### src/u8u16_pkg.sv
`timescale 1ns / 1ps
`default_nettype none

package u8u16_pkg;

    // Result status codes
    localparam logic [1:0] ST_UNIT    = 2'd0;
    localparam logic [1:0] ST_OK      = 2'd1;
    localparam logic [1:0] ST_INVALID = 2'd2;
    localparam logic [1:0] ST_TRUNC   = 2'd3;

    localparam logic [15:0] HI_SURR_BASE = 16'hD800;
    localparam logic [15:0] LO_SURR_BASE = 16'hDC00;
    localparam logic [20:0] SURR_FIRST   = 21'h00D800;
    localparam logic [20:0] SURR_LAST    = 21'h00DFFF;
    localparam logic [20:0] BMP_LAST     = 21'h00FFFF;
    localparam logic [20:0] SUPP_OFFSET  = 21'h010000;
    localparam logic [20:0] CP_MAX       = 21'h10FFFF;
    localparam logic [15:0] CAP_RESET    = 16'd256;

    typedef struct packed {
        logic [15:0] code_unit;
        logic [1:0]  status;
        logic [15:0] unit_count;
        logic        last;
    } result_t;

endpackage : u8u16_pkg

`default_nettype wire

### src/utf8_to_utf16_validating.sv
`timescale 1ns / 1ps
`default_nettype none

// Channel   Signals                                       Direction
// --------  --------------------------------------------  ---------
// in        in_valid, in_ready, data_byte[7:0]             sink
// out       out_valid, out_ready, code_unit[15:0],         source
//           status[1:0], unit_count[15:0], last
// cfg       cfg_wr_en, cfg_wr_data[15:0] (dst_capacity)    sink
//
// One byte is taken per cycle while in_ready is high. A byte is held in the input
// register, then decoded and written into a four-entry result queue that feeds
// the out side. A byte that completes a supplementary code point queues two
// results, so the out side sets the long-run rate: one result per cycle while
// out_ready is high. The input register advances while the queue holds at most
// two results. Reset clears the decoder state, the queue and sets the capacity
// to 256.

module utf8_to_utf16_validating #(
    parameter int COUNT_BITS = 16
) (
    input  wire logic        clk,
    input  wire logic        rst_n,

    input  wire logic        in_valid,
    output logic             in_ready,
    input  wire logic [7:0]  data_byte,

    output logic             out_valid,
    input  wire logic        out_ready,
    output logic [15:0]      code_unit,
    output logic [1:0]       status,
    output logic [15:0]      unit_count,
    output logic             last,

    input  wire logic        cfg_wr_en,
    input  wire logic [15:0] cfg_wr_data
);
    import u8u16_pkg::*;

    // Compare width: holds the unit counter plus two without wrapping.
    localparam int CMP_W = ((COUNT_BITS > 16) ? COUNT_BITS : 16) + 2;
    localparam int QDEPTH = 4;
    localparam int QPTR_W = $clog2(QDEPTH);

    // Configuration
    logic [15:0] cap_reg;

    // Input register
    logic        stage_valid_reg;
    logic [7:0]  stage_byte_reg;

    // Decoder state
    logic [1:0]            pending_reg, pending_next;
    logic [20:0]           partial_reg, partial_next;
    logic [COUNT_BITS-1:0] units_reg, units_next;
    logic                  discard_reg, discard_next;

    // Result queue
    result_t             q_reg [QDEPTH];
    logic [QPTR_W-1:0]   rd_ptr_reg, wr_ptr_reg;
    logic [QPTR_W:0]     q_count_reg;

    logic        advance;
    logic        pop;
    logic        q_space;
    logic [1:0]  n_res;
    result_t     res0, res1;

    assign q_space   = (q_count_reg <= (QPTR_W+1)'(QDEPTH - 2));
    assign advance   = stage_valid_reg && q_space;
    assign in_ready  = !stage_valid_reg || advance;
    assign out_valid = (q_count_reg != '0);
    assign pop       = out_valid && out_ready;

    assign code_unit  = q_reg[rd_ptr_reg].code_unit;
    assign status     = q_reg[rd_ptr_reg].status;
    assign unit_count = q_reg[rd_ptr_reg].unit_count;
    assign last       = q_reg[rd_ptr_reg].last;

    // Decode one byte against the current sequence state.
    always_comb
    begin
        logic [7:0]            b;
        logic [15:0]           cap_eff;
        logic [CMP_W-1:0]      units_ext;
        logic [CMP_W-1:0]      cap_ext;
        logic [CMP_W-1:0]      plus1;
        logic [CMP_W-1:0]      plus2;
        logic [COUNT_BITS-1:0] units_p1;
        logic [COUNT_BITS-1:0] units_p2;
        logic [20:0]           acc;
        logic [20:0]           cp;
        logic [19:0]           supp;
        logic                  do_emit;

        b         = stage_byte_reg;
        cap_eff   = (cap_reg == '0) ? 16'd1 : cap_reg;
        units_ext = CMP_W'(units_reg);
        cap_ext   = CMP_W'(cap_eff);
        plus1     = units_ext + CMP_W'(1);
        plus2     = units_ext + CMP_W'(2);
        // Counter values after one or two units, wrapped at the counter width
        units_p1  = units_reg + COUNT_BITS'(1);
        units_p2  = units_reg + COUNT_BITS'(2);
        acc       = {partial_reg[14:0], b[5:0]};
        cp        = '0;
        supp      = '0;
        do_emit   = 1'b0;

        pending_next = pending_reg;
        partial_next = partial_reg;
        units_next   = units_reg;
        discard_next = discard_reg;
        n_res        = 2'd0;

        res0 = '{code_unit: 16'd0, status: ST_UNIT,
                 unit_count: units_ext[15:0], last: 1'b1};
        res1 = '{code_unit: 16'd0, status: ST_UNIT,
                 unit_count: units_ext[15:0], last: 1'b0};

        if (discard_reg) begin
            // Drop bytes up to and including the terminator.
            if (b == 8'd0) begin
                discard_next = 1'b0;
                pending_next = '0;
                partial_next = '0;
                units_next   = '0;
            end
        end else if (pending_reg == 2'd0) begin
            if (b == 8'd0) begin
                n_res          = 2'd1;
                res0.status    = ST_OK;
                discard_next   = 1'b0;
            end else if (plus1 >= cap_ext) begin
                n_res          = 2'd1;
                res0.status    = ST_TRUNC;
                discard_next   = 1'b1;
            end else begin
                unique case (b) inside
                    8'b0???????: begin
                        cp      = {13'd0, b};
                        do_emit = 1'b1;
                    end
                    8'b110?????: begin
                        partial_next = {16'd0, b[4:0]};
                        pending_next = 2'd1;
                    end
                    8'b1110????: begin
                        partial_next = {17'd0, b[3:0]};
                        pending_next = 2'd2;
                    end
                    8'b11110???: begin
                        partial_next = {18'd0, b[2:0]};
                        pending_next = 2'd3;
                    end
                    default: begin
                        n_res        = 2'd1;
                        res0.status  = ST_INVALID;
                        discard_next = 1'b1;
                    end
                endcase
            end
        end else begin
            if (b[7:6] != 2'b10) begin
                // A zero byte here ends the string: nothing left to drop.
                n_res        = 2'd1;
                res0.status  = ST_INVALID;
                discard_next = (b != 8'd0);
            end else if (pending_reg != 2'd1) begin
                partial_next = acc;
                pending_next = pending_reg - 2'd1;
            end else begin
                cp           = acc;
                do_emit      = 1'b1;
                pending_next = '0;
                partial_next = '0;
            end
        end

        if (do_emit) begin
            if (cp <= BMP_LAST) begin
                if (cp >= SURR_FIRST && cp <= SURR_LAST) begin
                    n_res        = 2'd1;
                    res0.status  = ST_INVALID;
                    discard_next = 1'b1;
                end else begin
                    n_res          = 2'd1;
                    res0.code_unit = cp[15:0];
                    res0.unit_count = 16'(units_p1);
                    res0.last      = 1'b0;
                    units_next     = units_p1;
                end
            end else if (cp <= CP_MAX) begin
                if (plus2 >= cap_ext) begin
                    n_res        = 2'd1;
                    res0.status  = ST_TRUNC;
                    discard_next = 1'b1;
                end else begin
                    supp            = 20'(cp - SUPP_OFFSET);
                    n_res           = 2'd2;
                    res0.code_unit  = HI_SURR_BASE | {6'd0, supp[19:10]};
                    res0.unit_count = 16'(units_p1);
                    res0.last       = 1'b0;
                    res1.code_unit  = LO_SURR_BASE | {6'd0, supp[9:0]};
                    res1.unit_count = 16'(units_p2);
                    units_next      = units_p2;
                end
            end else begin
                n_res        = 2'd1;
                res0.status  = ST_INVALID;
                discard_next = 1'b1;
            end
        end

        // Any status closes the string: clear sequence and count.
        if (n_res == 2'd1 && res0.last) begin
            pending_next = '0;
            partial_next = '0;
            units_next   = '0;
        end
    end

    // Control and state registers
    always_ff @(posedge clk or negedge rst_n)
    begin
        if (!rst_n) begin
            cap_reg         <= CAP_RESET;
            stage_valid_reg <= 1'b0;
            pending_reg     <= '0;
            partial_reg     <= '0;
            units_reg       <= '0;
            discard_reg     <= 1'b0;
            rd_ptr_reg      <= '0;
            wr_ptr_reg      <= '0;
            q_count_reg     <= '0;
        end else begin
            if (cfg_wr_en) begin
                cap_reg <= cfg_wr_data;
            end
            if (in_ready) begin
                stage_valid_reg <= in_valid;
            end
            if (advance) begin
                pending_reg <= pending_next;
                partial_reg <= partial_next;
                units_reg   <= units_next;
                discard_reg <= discard_next;
                wr_ptr_reg  <= wr_ptr_reg + QPTR_W'(n_res);
            end
            if (pop) begin
                rd_ptr_reg <= rd_ptr_reg + QPTR_W'(1);
            end
            q_count_reg <= q_count_reg
                         + ((QPTR_W+1)'(advance ? n_res : 2'd0))
                         - ((QPTR_W+1)'(pop));
        end
    end

    // Payload: input byte and queue entries
    always_ff @(posedge clk)
    begin
        if (in_ready && in_valid) begin
            stage_byte_reg <= data_byte;
        end
        if (advance && n_res != 2'd0) begin
            q_reg[wr_ptr_reg] <= res0;
        end
        if (advance && n_res == 2'd2) begin
            q_reg[wr_ptr_reg + QPTR_W'(1)] <= res1;
        end
    end

endmodule : utf8_to_utf16_validating

`default_nettype wire

### config.mk
export PLATFORM = sky130hd
export DESIGN_NAME = utf8_to_utf16_validating
export DESIGN_NICKNAME = d
export VERILOG_FILES = /design/src/u8u16_pkg.sv /design/src/utf8_to_utf16_validating.sv
export SDC_FILE = /design/constraint.sdc
export NUM_CORES = 1
export LEC_CHECK = 0
export BUFFER_PORTS_ARGS = -buffer_cell sky130_fd_sc_hd__buf_2
export CORE_ASPECT_RATIO = 1.4
export CORE_MARGIN = 8
export CORE_UTILIZATION = 65
export CTS_BUF_LIST = sky130_fd_sc_hd__clkbuf_4 sky130_fd_sc_hd__clkbuf_8
export DETAILED_ROUTE_END_ITERATION = 10
export GPL_ROUTABILITY_DRIVEN = 0
export PLACE_DENSITY = 0.84
export SYNTH_ARGS = -nofsm -noshare
export SYNTH_HDL_FRONTEND = slang
export SYNTH_SLANG_ARGS = --single-unit
### constraint.sdc
create_clock -name clk -period 10.5 [get_ports clk]
set_input_delay 0.525 -clock clk [delete_from_list [all_inputs] [get_ports clk]]
set_output_delay 0.525 -clock clk [all_outputs]
set_load 0.005 [all_outputs]
### After elaboration in Yosys (flattened, before gate mapping)

Memory sizes are Yosys's and may differ from the RTL's.
Index checks and enable logic that the tools add are counted.

| storage, ports and cells | value |
|---|---|
| flip-flop bits (word level) | 66 |
| bits in latches | 0 |
| memory bits (writable) | 140 |
| memory bits (read-only) | 0 |
| input port bits | 29 |
| output and inout port bits | 37 |
| word-level logic and storage cells | 152 |
| memories | 1 |

Memory list:

| name | words | bits a word | rd ports | clocked after memory_dff | write ports | line | RTL |
|---|---|---|---|---|---|---|---|
| q_reg | 4 | 35 | 1 | 0 | 2 | utf8_to_utf16_validating.sv:60 | `result_t q_reg [QDEPTH];` |

| cells by class | value |
|---|---|
| $add $sub $neg | 11 |
| multiply operators | 0 |
| div/mod/pow operators | 0 |
| $lt $le $gt $ge | 7 |
| equal/unequal tests | 12 |
| shifts and indexed selects | 0 |
| muxes and demuxes | 93 |
| bitwise gates (word level) | 1 |
| reduce and logical (&&, ||, !) cells | 17 |

Operators by type and width:

| kind | count |
|---|---|
| $mux W16 | 20 |
| $mux W15 | 8 |
| $mux W21 | 4 |
| $mux W35 | 2 |
| $mux W17 | 3 |
| $mux W2 | 24 |
| $pmux W15 S3 | 1 |
| $le A21 B16 Y1 const B | 2 |
| $ge A17 B16 Y1 | 2 |
| $mux W1 | 27 |
| $ge A21 B16 Y1 const B | 1 |
| $le A21 B21 Y1 const B | 1 |
| $mux W7 | 3 |
| $sub A20 B17 Y20 const B | 1 |
| $add A16 B1 Y17 const B | 1 |
| $add A16 B2 Y17 const B | 1 |
| $add A16 B1 Y16 const B | 1 |
| $add A16 B2 Y16 const B | 1 |
| $logic_not A16 Y1 | 1 |
| $ne A4 B3 Y1 const B | 3 |
| $logic_not A8 Y1 | 1 |
| $reduce_bool A8 Y1 | 1 |
| $logic_and A1 B1 Y1 | 7 |
| $ne A6 B2 Y1 const B | 1 |
| other kinds (23) | 24 |

### Longest topological paths before layout

Gate-level depths: netlist (run 1).

| depth | value |
|---|---|
| depth after elaboration | 15 |
| depth in mapped cells | 26 |
| gate-level depth less buffers | 22 |

### Least setup slack after synthesis (run 1)

OpenSTA, ideal clock, no wires.

| timing path | value |
|---|---|
| path kind | reg2reg |
| start | register units_reg[1] |
| end | memory q_reg[2][10] (netlist bit), enable pin |
| setup time | 0.386 ns |
| arrival | 4.967 ns |
| data required time | 10.114 ns |
| path slack | 5.147 ns |
| stages on the path, launching flop included | 24 |
| path buffers | 5 |
| clock period less this slack | 5.353 ns |
| cell sequence | dfrtp_1 > ha_1 > and3_1 > and3_1 > and3_1 > buf_2 > and3_1 > buf_2 > and3_1 > clkbuf_1 > nand2_1 > xnor2_1 > ha_1 > nand3_1 > nor3_1 > a31o_2 > a211oi_4 > a21boi_2 > nor2_4 > buf_6 > nor3_2 > nor2_1 > buf_2 > inv_1 |

RTL lines:

| what | line | RTL |
|---|---|---|
| start: declaration | utf8_to_utf16_validating.sv:56 | `logic [COUNT_BITS-1:0] units_reg, units_next;` |
| start signal: assignment | utf8_to_utf16_validating.sv:247 | `units_reg <= units_next;` |
| end: declaration | utf8_to_utf16_validating.sv:60 |  |

==> results of run 1 <==
[report_power, final]
| part | internal (W) | switching [W] | leakage [nW] |
|---|---|---|---|
| clock network | 0.000361 | 0.000308 | 0.341 |
| logic | 0.000408 | 0.000531 | 2.37 |
| registers | 0.000945 | 0.000143 | 2.08 |
| total | 0.00171 | 0.000982 | 4.79 |
[stage by stage]
stage	instance area (µm²)	total power [W]	hold slack, ns	util [%]	setup WS [ns]
2_1_floorplan	12000	0.00174	0.229	-	5.15
3_3_place_gp	12400	0.00200	0.433	67.3	3.72
3_5_place_dp	12400	0.00203	0.448	67.3	3.40
4_1_cts	13000	0.00269	0.111	70.7	3.38
5_1_grt	13000	0.00283	0.117	70.7	2.83
6_report	13000	0.00270	0.0882	70.7	3.18
[worst reg2reg max path, delay by kind of cell (launching register included)]
family	cells	cell delay, ns
DFF	1	0.52
adders and majority gates	2	0.63
and+or+nand+nor	11	3.59
AOI/OAI and AO/OA	3	1.06
buffers and inverters	2	1.00
xor gates and xnor gates	1	0.19
[worst paths after layout]
check	endpoint
worst max-delay path	q_reg[3][33]
worst min-delay path	units_reg[11]
worst max register to register	q_reg[3][33]
worst min register to register	q_reg[0][18]
max in group asynchronous	rd_ptr_reg[0]
min in group clk	stage_byte_reg[0]
[cells by family after synthesis]
| logic type | synth area share (%) |
|---|---|
| AOI/OAI and AO/OA | 18.8 |
| xor gates and xnor gates | 3.78 |
| adders and majority gates | 4.43 |
| buffers and inverters | 4.91 |
| DFF | 47.7 |
| muxes | 6.73 |
| and+or+nand+nor | 13.6 |
[per-layer routing]
metal  wire (µm)  vias up
li1            -     4311
met1       11400     4631
met2       15900      742
met3        3650      153
met4        1800        0
met5           0        -
[cells in the mapped netlist, types with 5 or more instances]
| library cell | count | area share [%] |
|---|---|---|
| edfxtp_1 | 132 | 33 |
| a31oi_1 | 10 | 0.52 |
| dfxtp_1 | 16 | 2.7 |
| buf_6 | 5 | 0.47 |
| nor3_1 | 15 | 0.62 |
| a211oi_1 | 9 | 0.56 |
| o22ai_1 | 46 | 2.4 |
| a21o_1 | 5 | 0.31 |
| and2_1 | 10 | 0.52 |
| ha_1 | 41 | 4.3 |
| nand2_1 | 150 | 4.7 |
| mux4_2 | 35 | 6.6 |
| inv_1 | 43 | 1.3 |
| o211ai_1 | 9 | 0.56 |
| a22oi_1 | 11 | 0.69 |
| buf_2 | 38 | 1.6 |
| nor2_1 | 62 | 1.9 |
| clkbuf_1 | 34 | 1.1 |
| buf_1 | 8 | 0.25 |
| o31ai_1 | 5 | 0.31 |
| dfrtp_1 | 57 | 12 |
| o2bb2ai_1 | 10 | 0.73 |
| nand2b_1 | 7 | 0.36 |
| a221oi_1 | 7 | 0.51 |
| nand4_1 | 12 | 0.62 |
| a22o_1 | 22 | 1.6 |
| or3_1 | 6 | 0.31 |
| nor4_1 | 6 | 0.31 |
| a21oi_1 | 51 | 2.1 |
| a311oi_1 | 9 | 0.66 |
| and3_1 | 14 | 0.73 |
| o21ai_0 | 95 | 4.0 |
| nand3_1 | 17 | 0.71 |
| xor2_1 | 17 | 1.2 |
| xnor2_1 | 33 | 2.4 |
[cell type report]
type,count,area (µm²),share of cell area (%)
Clock buffer,46,552,4.24
Clock inverter,10,76.3,0.587
Inverter,43,161,1.24
Multi-Input combinational cell,797,5700,43.8
Sequential cell,206,5740,44.1
Tap cell,244,305,2.35
Timing Repair Buffer,84,468,3.60
==> qor_table.md, run 1 <==
| Group | Item | Value |
|:---|:---|:---|
| status | Result of the run | complete, no violations |
| cells and area | Number of fill cells in the layout | 1341 |
| critical path | Maximum fanout encountered on the critical timing path | 17 |
| global routing | Met2 usage | 47.0% |
| hold path | Classification of the worst-slack hold path | input pin to asynchronous set/reset pin |
| yosys | Cell count after synthesis | 1135 |
| die | Effective utilization at floorplan | 65.4% |
| sta | Hold violation count in the final report | 0 |
| cells and area | Layout overhead on the synthesized area | 8.09% |
| cts | Clock transition at the registers of the reported paths | 0.07 ns |
| cells and area | Most common cell after layout, fill and taps aside | nand2_1 |
| cts | CTS tree | yes |
| critical path | R2r startpoint | units_reg[1] |
| cells and area | Diodes inserted | 0 |
| cts | Count of hold-fix buffers inserted at cts | 0 |
| global routing | Global-route met3 utilization | 5.28% |
| drt | Antenna-violating nets left | 0 |
| cells and area | Total number of nets in the final design | 1233 |
| drt | Violation count after the first detailed-routing iteration | 1635 |
| yosys | Distinct cell type count after synthesis | 95 |
| critical path | R2R cell count | 19 |
| cells and area | Flip-flop count of the largest register after layout | 140 |
| critical path | Required time of the worst setup path | 10.76 ns |
| pwr | Leakage Power | 4.79 nW |
| place | Cells after DPL | 1374 |
| die | Horizontal extent of the die | 131 µm |
| die | Area enclosed by the die boundary | 23200 µm² |
| critical path | Worst setup path class | register to register |
| drt | Routed len/inst | 22.9 µm |
| critical path | WP buf/inv | 2 |
| critical path | Cell with the most instances on the worst path | and3_1 |
| cts | CTS root buf | clkbuf_8 |
| yosys | Sequential share of the synthesized area | 47.7% |
| cts | H-Tree Depth | 1 |
| yosys | Number of synthesized flops with an enable pin | 132 |
| cells and area | Layout cells sized above 1 | 18.0% |
| sta | Max Clk Rate | 0.137 GHz |
| critical path | First element of the critical path | units_reg[1] |
| die | Core Area | 18400 µm² |
| global routing | Pin count of the biggest net entering global routing | 59 |
| pwr | Power density of the placed cells | 207 nW/µm² |
| global routing | Global Route met1 Usage | 35.9% |
| sta | Worst clock skew on the final layout | 0.0215 ns |
| global routing | Overflow left after global routing | 0 |
| critical path | Chain of cells forming the critical path | ha_1 > and3_1 > and3_1 > and3_1 > and3_1 > and3_1 > nand2_1 > xnor2_1 > ha_1 > nand3_1 > nor3_1 > a31o_2 > a211oi_4 > a21o_2 > nor2_4 > nor3_2 > nor2_1 > inv_1 > buf_4 |
| die | Standard-cell rows | 59 |
| critical path | Reg-to-reg setup timing slack | 3.18 ns |
| drt | Vias after detailed routing | 9837 |
| place | Hpwl dp | 23.3 mm |
| sta | Worst slew pin tran | 1.11 ns |
| drt | Aggregate routed wire length | 32.8 mm |
| cts | Post-CTS setup repair buffer count | 0 |
| yosys | Synth Register Bits | 206 |
| sta | Slew Viols, Final | 0 |
| sta | Period utilization | 69.7% |
| cts | Cts bufs inserted | 30 |
| critical path | Highest-delay cell along the critical path | nor3_2 |
| critical path | Crit path launch type | register |
| yosys | Share of flip-flops with an asynchronous set or reset after synthesis | 28.2% |
| place | Number of buffers added on ports | 65 |
| sta | Worst slew slack as a fraction of its limit | 25.4% |
| yosys | Most common flop cell mapped by yosys | edfxtp_1 |
| drt | Post-DR vias/cell | 6.88 |
| drt | Iteration count of the initial detailed-routing pass | 6 |
| sta | Final setup viols | 0 |
| critical path | Worst path arrival time | 7.58 ns |
| sta | Final period demand of the worst path | 7.32 ns |
| global routing | Global-route wire length before repair | 51.8 mm |
| cts | Sinks on Clock Net | 206 |
| yosys | Number of nets produced by synthesis | 1206 |
| critical path | Critical path's top delay family | simple AND/OR/NAND/NOR gates |
| sta | Setup TNS | 0 ns |
| drt | Remaining DRCs | 0 |
| global routing | Routing layer with the top usage in global route | met2 |
| cts | Largest buffer count on any clock path | 3 |
| global routing | Vias in the first global route | 9627 |
| global routing | Aggregate global-route resource usage | 29.0% |
| yosys | Cell area after synthesis | 12000 µm² |
| cells and area | Final Non-Filler Cells | 1430 |
| cts | Clock latency reported for the late side of the worst-skew pair | 0.59 ns |
| critical path | Critical Path Sink Type | register |
| die | Num ports | 66 |
| yosys | Count of yosys warnings during synthesis | 0 |
| run | Max-cap violations | 0 |
| sta | Setup repair after global routing missed its margin | no |
| critical path | Critical path's largest stage delay | 0.75 ns |
| cells and area | Most frequent cells in the layout | nand2_1 (150), edfxtp_1 (132), o21ai_0 (93) |
| pwr | Maximum vdd drop | 152 µV |
| cts | Resize count post-CTS | 0 |
| critical path | Logic depth of the worst setup path including buffers | 19 |
| global routing | Number of antenna violations at the first check in global routing | 0 |
| die | Die Height | 177 µm |
| yosys | Mean instance size in the synthesized netlist | 10.6 µm² |
Power figures use the tool's default switching activity.
==> inputs of run 2 (changes only) <==
--- a/config.mk
+++ b/config.mk
@@ -8,11 +8,11 @@
 export BUFFER_PORTS_ARGS = -buffer_cell sky130_fd_sc_hd__buf_2
 export CORE_ASPECT_RATIO = 1.4
 export CORE_MARGIN = 8
-export CORE_UTILIZATION = 65
+export CORE_UTILIZATION = 58
 export CTS_BUF_LIST = sky130_fd_sc_hd__clkbuf_4 sky130_fd_sc_hd__clkbuf_8
 export DETAILED_ROUTE_END_ITERATION = 10
 export GPL_ROUTABILITY_DRIVEN = 0
-export PLACE_DENSITY = 0.84
+export PLACE_DENSITY = 0.79
 export SYNTH_ARGS = -nofsm -noshare
 export SYNTH_HDL_FRONTEND = slang
 export SYNTH_SLANG_ARGS = --single-unit
==> constraint.sdc (replaced) <==
create_clock -name clk -period 6.1 [get_ports clk]
set_input_delay 0.305 -clock clk [delete_from_list [all_inputs] [get_ports clk]]
set_output_delay 0.305 -clock clk [all_outputs]
set_load 0.005 [all_outputs]
==> qor_table.md, run 2 (synthesis gave the netlist of run 1 again) <==
| Group | Item | Value |
|:---|:---|:---|
| critical path | Required time of the worst setup path | 6.34 ns |
| sta | Setup repair after global routing missed its margin | no |
| pwr | Leakage Power | 4.96 nW |
| critical path | Worst setup path class | register to register |
| drt | Iteration count of the initial detailed-routing pass | 6 |
| cells and area | Diodes inserted | 0 |
| global routing | Aggregate global-route resource usage | 26.0% |
| sta | Worst slew pin tran | 1.38 ns |
| critical path | Maximum fanout encountered on the critical timing path | 20 |
| cts | CTS tree | yes |
| drt | Routed len/inst | 22.5 µm |
| pwr | Maximum vdd drop | 198 µV |
| global routing | Pin count of the biggest net entering global routing | 59 |
| drt | Met3 wire length | 3.39 mm |
| die | Num ports | 66 |
| drt | Highest metal used | met4 |
| drt | Aggregate routed wire length | 33.4 mm |
| drt | Length of routed wiring on met1 | 12.3 mm |
| pwr | Overall Power | 0.00459 W |
| place | Hpwl dp | 23.1 mm |
| cells and area | Most frequent cells in the layout | nand2_1 (150), edfxtp_1 (132), o21ai_0 (93) |
| drt | Met2 Wirelength | 16.0 mm |
| die | Horizontal extent of the die | 138 µm |
| cts | Clock transition at the registers of the reported paths | 0.07 ns |
| die | Effective utilization at floorplan | 58.9% |
| critical path | Worst path arrival time | 6.04 ns |
| cts | Post-CTS setup repair buffer count | 0 |
| sta | Period utilization | 95.1% |
| sta | Hold violation count in the final report | 0 |
| cts | Clock latency reported for the late side of the worst-skew pair | 0.58 ns |
| drt | Remaining DRCs | 0 |
| status | Result of the run | complete, no violations |
| cts | CTS root buf | clkbuf_8 |
| sta | Final setup viols | 0 |
| cts | H-Tree Depth | 1 |
| cts | Cts bufs inserted | 29 |
| drt | Violation count after the first detailed-routing iteration | 1521 |
| global routing | Global-route wire length before repair | 52.9 mm |
| sta | Final period demand of the worst path | 5.80 ns |
| cells and area | Flip-flop count of the largest register after layout | 140 |
| cts | Largest buffer count on any clock path | 3 |
| sta | Worst slew slack as a fraction of its limit | 6.88% |
| cells and area | Layout cells sized above 1 | 18.7% |
| global routing | Vias in the first global route | 9923 |
| hold path | Classification of the worst-slack hold path | input pin to register |
| cts | Sinks on Clock Net | 206 |
| drt | Post-DR vias/cell | 6.62 |
| cells and area | Total number of nets in the final design | 1276 |
| sta | Slew Viols, Final | 0 |
| global routing | Number of antenna violations at the first check in global routing | 0 |
| die | Core Area | 20400 µm² |
| drt | Vias after detailed routing | 9826 |
| run | Max-cap violations | 0 |
| critical path | Critical Path Sink Type | register |
| global routing | Overflow left after global routing | 0 |
| cells and area | Layout overhead on the synthesized area | 11.2% |
| critical path | Crit path launch type | register |
| sta | Setup TNS | 0 ns |
| sta | Max Clk Rate | 0.172 GHz |
| place | Number of buffers added on ports | 65 |
| sta | Worst clock skew on the final layout | 0.0214 ns |
| pwr | Power density of the placed cells | 344 nW/µm² |
| die | Standard-cell rows | 62 |
| die | Die Height | 186 µm |
| die | Area enclosed by the die boundary | 25700 µm² |
| cells and area | Most common cell after layout, fill and taps aside | nand2_1 |
| drt | Antenna-violating nets left | 0 |
[run 2: what timing repair did]
item / in CTS / in global routing
endpoints found under the setup margin: 0 / 1
gates resized for setup: 0 / 1
hold buffers: 26 / 0
endpoints found under the hold margin: 82 / 0
[run 2: metal layers]
metal  vias up  GRT usage, %
met3       134          5.43
li1       4404             -
met4         0          14.2
met5         -             0
met2       613          42.0
met1      4675          31.6
[run 2: area by class of cell]
cell class,instances,area (µm²)
fillers,1544,7030
flip-flops and latches,206,5740
multi-input cells,797,5700
repair buffers,128,876
clock buffers,46,533
well taps,256,320
inverters,43,161
clock inverters,8,41.3
[run 2: final timing paths]
| kind | startpoint | endpoint | slack [ns] | cells after the start |
|---|---|---|---|---|
| worst max-delay path | units_reg[2] | q_reg[3][5] | 0.30 | 21 |
| worst min-delay path | cfg_wr_en | cap_reg[8] | 0.15 | 3 |
| worst max register to register | units_reg[2] | q_reg[3][5] | 0.30 | 21 |
| worst min register to register | q_reg[1][18] | q_reg[1][18] | 0.46 | 2 |
| max in group asynchronous | rst_n | rd_ptr_reg[0] | 5.10 | 3 |
| min in group asynchronous | rst_n | partial_reg[3] | 0.43 | 3 |
[run 2: worst max-delay path: stages, from the launching register on]
cell	delay, ns
dfrtp_1	0.51
ha_1	0.30
and3_1	0.28
and3_1	0.20
and3_1	0.33
and3_1	0.39
and3_1	0.33
nand2_1	0.12
xnor2_1	0.16
ha_1	0.32
nand3_1	0.09
nor3_1	0.09
a31o_2	0.24
a211oi_4	0.39
a21o_2	0.43
nor2_4	0.16
nor3_2	0.21
buf_4	0.25
nor2_1	0.06
buf_4	0.19
inv_1	0.09
buf_4	0.30
[run 2: power by group]
part	leakage (nW)	internal, W	total [W]	switching (W)
logic	2.57	0.000721	0.00167	0.000947
registers	2.08	0.00163	0.00185	0.000222
clock network	0.313	0.000555	0.00108	0.000521
[run 2: metrics by stage]
step                setup WS, ns  utilization, %  cell area (µm²)  hold slack [ns]  instances
detailed placement         0.385            61.4            12500            0.442       1404
CTS                        0.349            65.5            13400            0.138       1484
global placement           0.583            61.4            12500            0.431       1404
global route              0.0239            65.5            13400            0.162       1484
floorplan                  0.747               -            12000          0.00941       1135
finish                     0.298            65.5            13400            0.153       1484
==> inputs of run 3 (changes only) <==
==> constraint.sdc (replaced) <==
create_clock -name clk -period 4.9 [get_ports clk]
set_input_delay 0.245 -clock clk [delete_from_list [all_inputs] [get_ports clk]]
set_output_delay 0.245 -clock clk [all_outputs]
set_load 0.005 [all_outputs]
==> qor_table.md, run 3 (synthesis gave the netlist of run 1 again) <==
| Group | Item | Value |
|:---|:---|:---|
| status | Result of the run | complete, no violations |
| global routing | Number of antenna violations at the first check in global routing | 0 |
| cells and area | Layout overhead on the synthesized area | 15.2% |
| cts | CTS tree | yes |
| cells and area | Number of fill cells in the layout | 1520 |
| critical path | Maximum fanout encountered on the critical timing path | 22 |
| critical path | R2r startpoint | units_reg[1] |
| global routing | Global-route wire length before repair | 53.7 mm |
| cells and area | Total number of nets in the final design | 1312 |
| critical path | Cell with the most instances on the worst path | and3_1 |
| sta | Setup TNS | 0 ns |
| critical path | Critical path's largest stage delay | 0.44 ns |
| sta | Hold violation count in the final report | 0 |
| die | Num ports | 66 |
| sta | Final period demand of the worst path | 4.77 ns |
| cts | Clock transition at the registers of the reported paths | 0.07 ns |
| pwr | Leakage Power | 5.18 nW |
| sta | Setup repair after global routing missed its margin | no |
| hold path | Worst Min Path Start | out_ready |
| sta | Max Clk Rate | 0.209 GHz |
| global routing | Aggregate global-route resource usage | 26.4% |
| drt | Post-DR vias/cell | 6.62 |
| global routing | Pin count of the biggest net entering global routing | 59 |
| drt | Violation count after the first detailed-routing iteration | 1416 |
| place | Placed cell area | 12800 µm² |
| drt | Antenna-violating nets left | 0 |
| cells and area | Most common cell after layout, fill and taps aside | nand2_1 |
| sta | Worst slew slack as a fraction of its limit | 46.7% |
| run | Max-cap violations | 0 |
| drt | Aggregate routed wire length | 34.0 mm |
| drt | Iteration count of the initial detailed-routing pass | 6 |
| cells and area | Fraction of the core area covered by cells at the end of the flow | 67.9% |
| drt | Vias after detailed routing | 10100 |
| drt | Routed len/inst | 22.4 µm |
| critical path | Required time of the worst setup path | 5.18 ns |
| sta | Worst clock skew on the final layout | 0.0367 ns |
| pwr | Power density of the placed cells | 430 nW/µm² |
| critical path | Crit path launch type | register |
| die | Horizontal extent of the die | 138 µm |
| cells and area | Flip-flop count of the largest register after layout | 140 |
| die | Die Height | 186 µm |
| critical path | First element of the critical path | units_reg[1] |
| cts | H-Tree Depth | 1 |
| critical path | Chain of cells forming the critical path | ha_2 > and3_1 > and3_1 > and3_1 > and3_2 > and3_1 > buf_4 > xnor2_1 > ha_1 > o21a_1 > nor3b_1 > a22oi_1 > and4_1 > and3_4 > buf_6 > nand2_1 > xor2_1 > o22ai_1 |
| sta | Worst slew pin tran | 0.798 ns |
| global routing | Overflow left after global routing | 0 |
| die | Area enclosed by the die boundary | 25700 µm² |
| die | Standard-cell rows | 62 |
| place | Hpwl dp | 23.9 mm |
| place | Number of buffers added on ports | 65 |
| sta | Slew Viols, Final | 0 |
| critical path | Reg-to-reg setup timing slack | 0.13 ns |
| critical path | Worst setup path class | register to register |
| pwr | Maximum vdd drop | 343 µV |
| drt | Remaining DRCs | 0 |
| cells and area | Most frequent cells in the layout | nand2_1 (150), edfxtp_1 (132), o21ai_0 (93) |
| critical path | Critical Path Sink Type | register |
| pwr | Overall Power | 0.00596 W |
| sta | Period utilization | 97.4% |
| global routing | Vias in the first global route | 9904 |
| cells and area | Final std cell area, no fill | 13900 µm² |
| die | Effective utilization at floorplan | 58.9% |
| critical path | Highest-delay cell along the critical path | xor2_1 |
| cells and area | Diodes inserted | 0 |
| cts | Largest buffer count on any clock path | 3 |
| hold path | Classification of the worst-slack hold path | input pin to register |
| die | Core Area | 20400 µm² |
| cts | Clock latency reported for the late side of the worst-skew pair | 0.59 ns |
| critical path | Worst path arrival time | 5.06 ns |
| cts | CTS root buf | clkbuf_8 |
| cts | Cts bufs inserted | 30 |
| cts | Sinks on Clock Net | 206 |
| cells and area | Layout cells sized above 1 | 22.5% |
| sta | Final setup viols | 0 |
-- run 3: cell type report --
| cell class | instances | area, µm² | share of cell area [%] |
|---|---|---|---|
| multi-input cells | 797 | 5770 | 41.6 |
| clock buffers | 45 | 551 | 3.97 |
| repair buffers | 163 | 1190 | 8.60 |
| flip-flops and latches | 206 | 5740 | 41.4 |
| inverters | 43 | 176 | 1.27 |
| clock inverters | 11 | 113 | 0.813 |
| well taps | 256 | 320 | 2.31 |
-- run 3: power breakdown --
part	internal (W)	switching (W)	leakage (nW)
combinational	0.000949	0.00125	2.74
clock	0.000828	0.000672	0.349
sequential	0.00203	0.000230	2.08
total	0.00380	0.00216	5.18
-- run 3: worst paths after layout --
kind                                  end  cells past startpoint
max in group asynchronous    units_reg[1]                      3
min                         rd_ptr_reg[0]                      3
max reg2reg                  q_reg[0][14]                     18
min reg2reg                  q_reg[0][32]                      2
min in group asynchronous  partial_reg[7]                      3
max                          q_reg[0][14]                     18
-- run 3: worst max-delay path: cells and delay by family, from the launching register on --
kind	cells	cell delay, ns
AO/OA/AOI/OAI	3	0.47
XOR/XNOR	2	0.60
buffers and inverters	2	0.45
AND/OR/NAND/NOR	9	2.03
flip-flops	1	0.42
adder cells (fa/ha/maj)	2	0.49
-- run 3: timing repair --
action / CTS / global route
gates resized for setup: 0 / 10
buffers inserted: 0 / 10
hold endpoints to repair: 82 / 0
hold buffers: 26 / 0
setup endpoints to repair: 0 / 112
-- run 3: layer usage --
metal | global-route usage [%] | vias to the layer above | wire length (µm)
met5 | 0 | - | 0
met4 | 14.6 | 0 | 1930
met3 | 4.46 | 163 | 3170
met2 | 42.5 | 650 | 16400
met1 | 32.8 | 4780 | 12500
li1 | - | 4478 | -
-- run 3: metrics by stage --
| stage | hold WS (ns) | setup slack [ns] | std cells |
|---|---|---|---|
| after floorplan | -0.0506 | 0.00124 | 1135 |
| after global placement | 0.423 | 0.175 | 1429 |
| after detailed placement | 0.424 | 0.112 | 1429 |
| after CTS | 0.0806 | 0.110 | 1511 |
| after global routing | 0.106 | 0.00930 | 1521 |
| final | 0.0879 | 0.127 | 1521 |
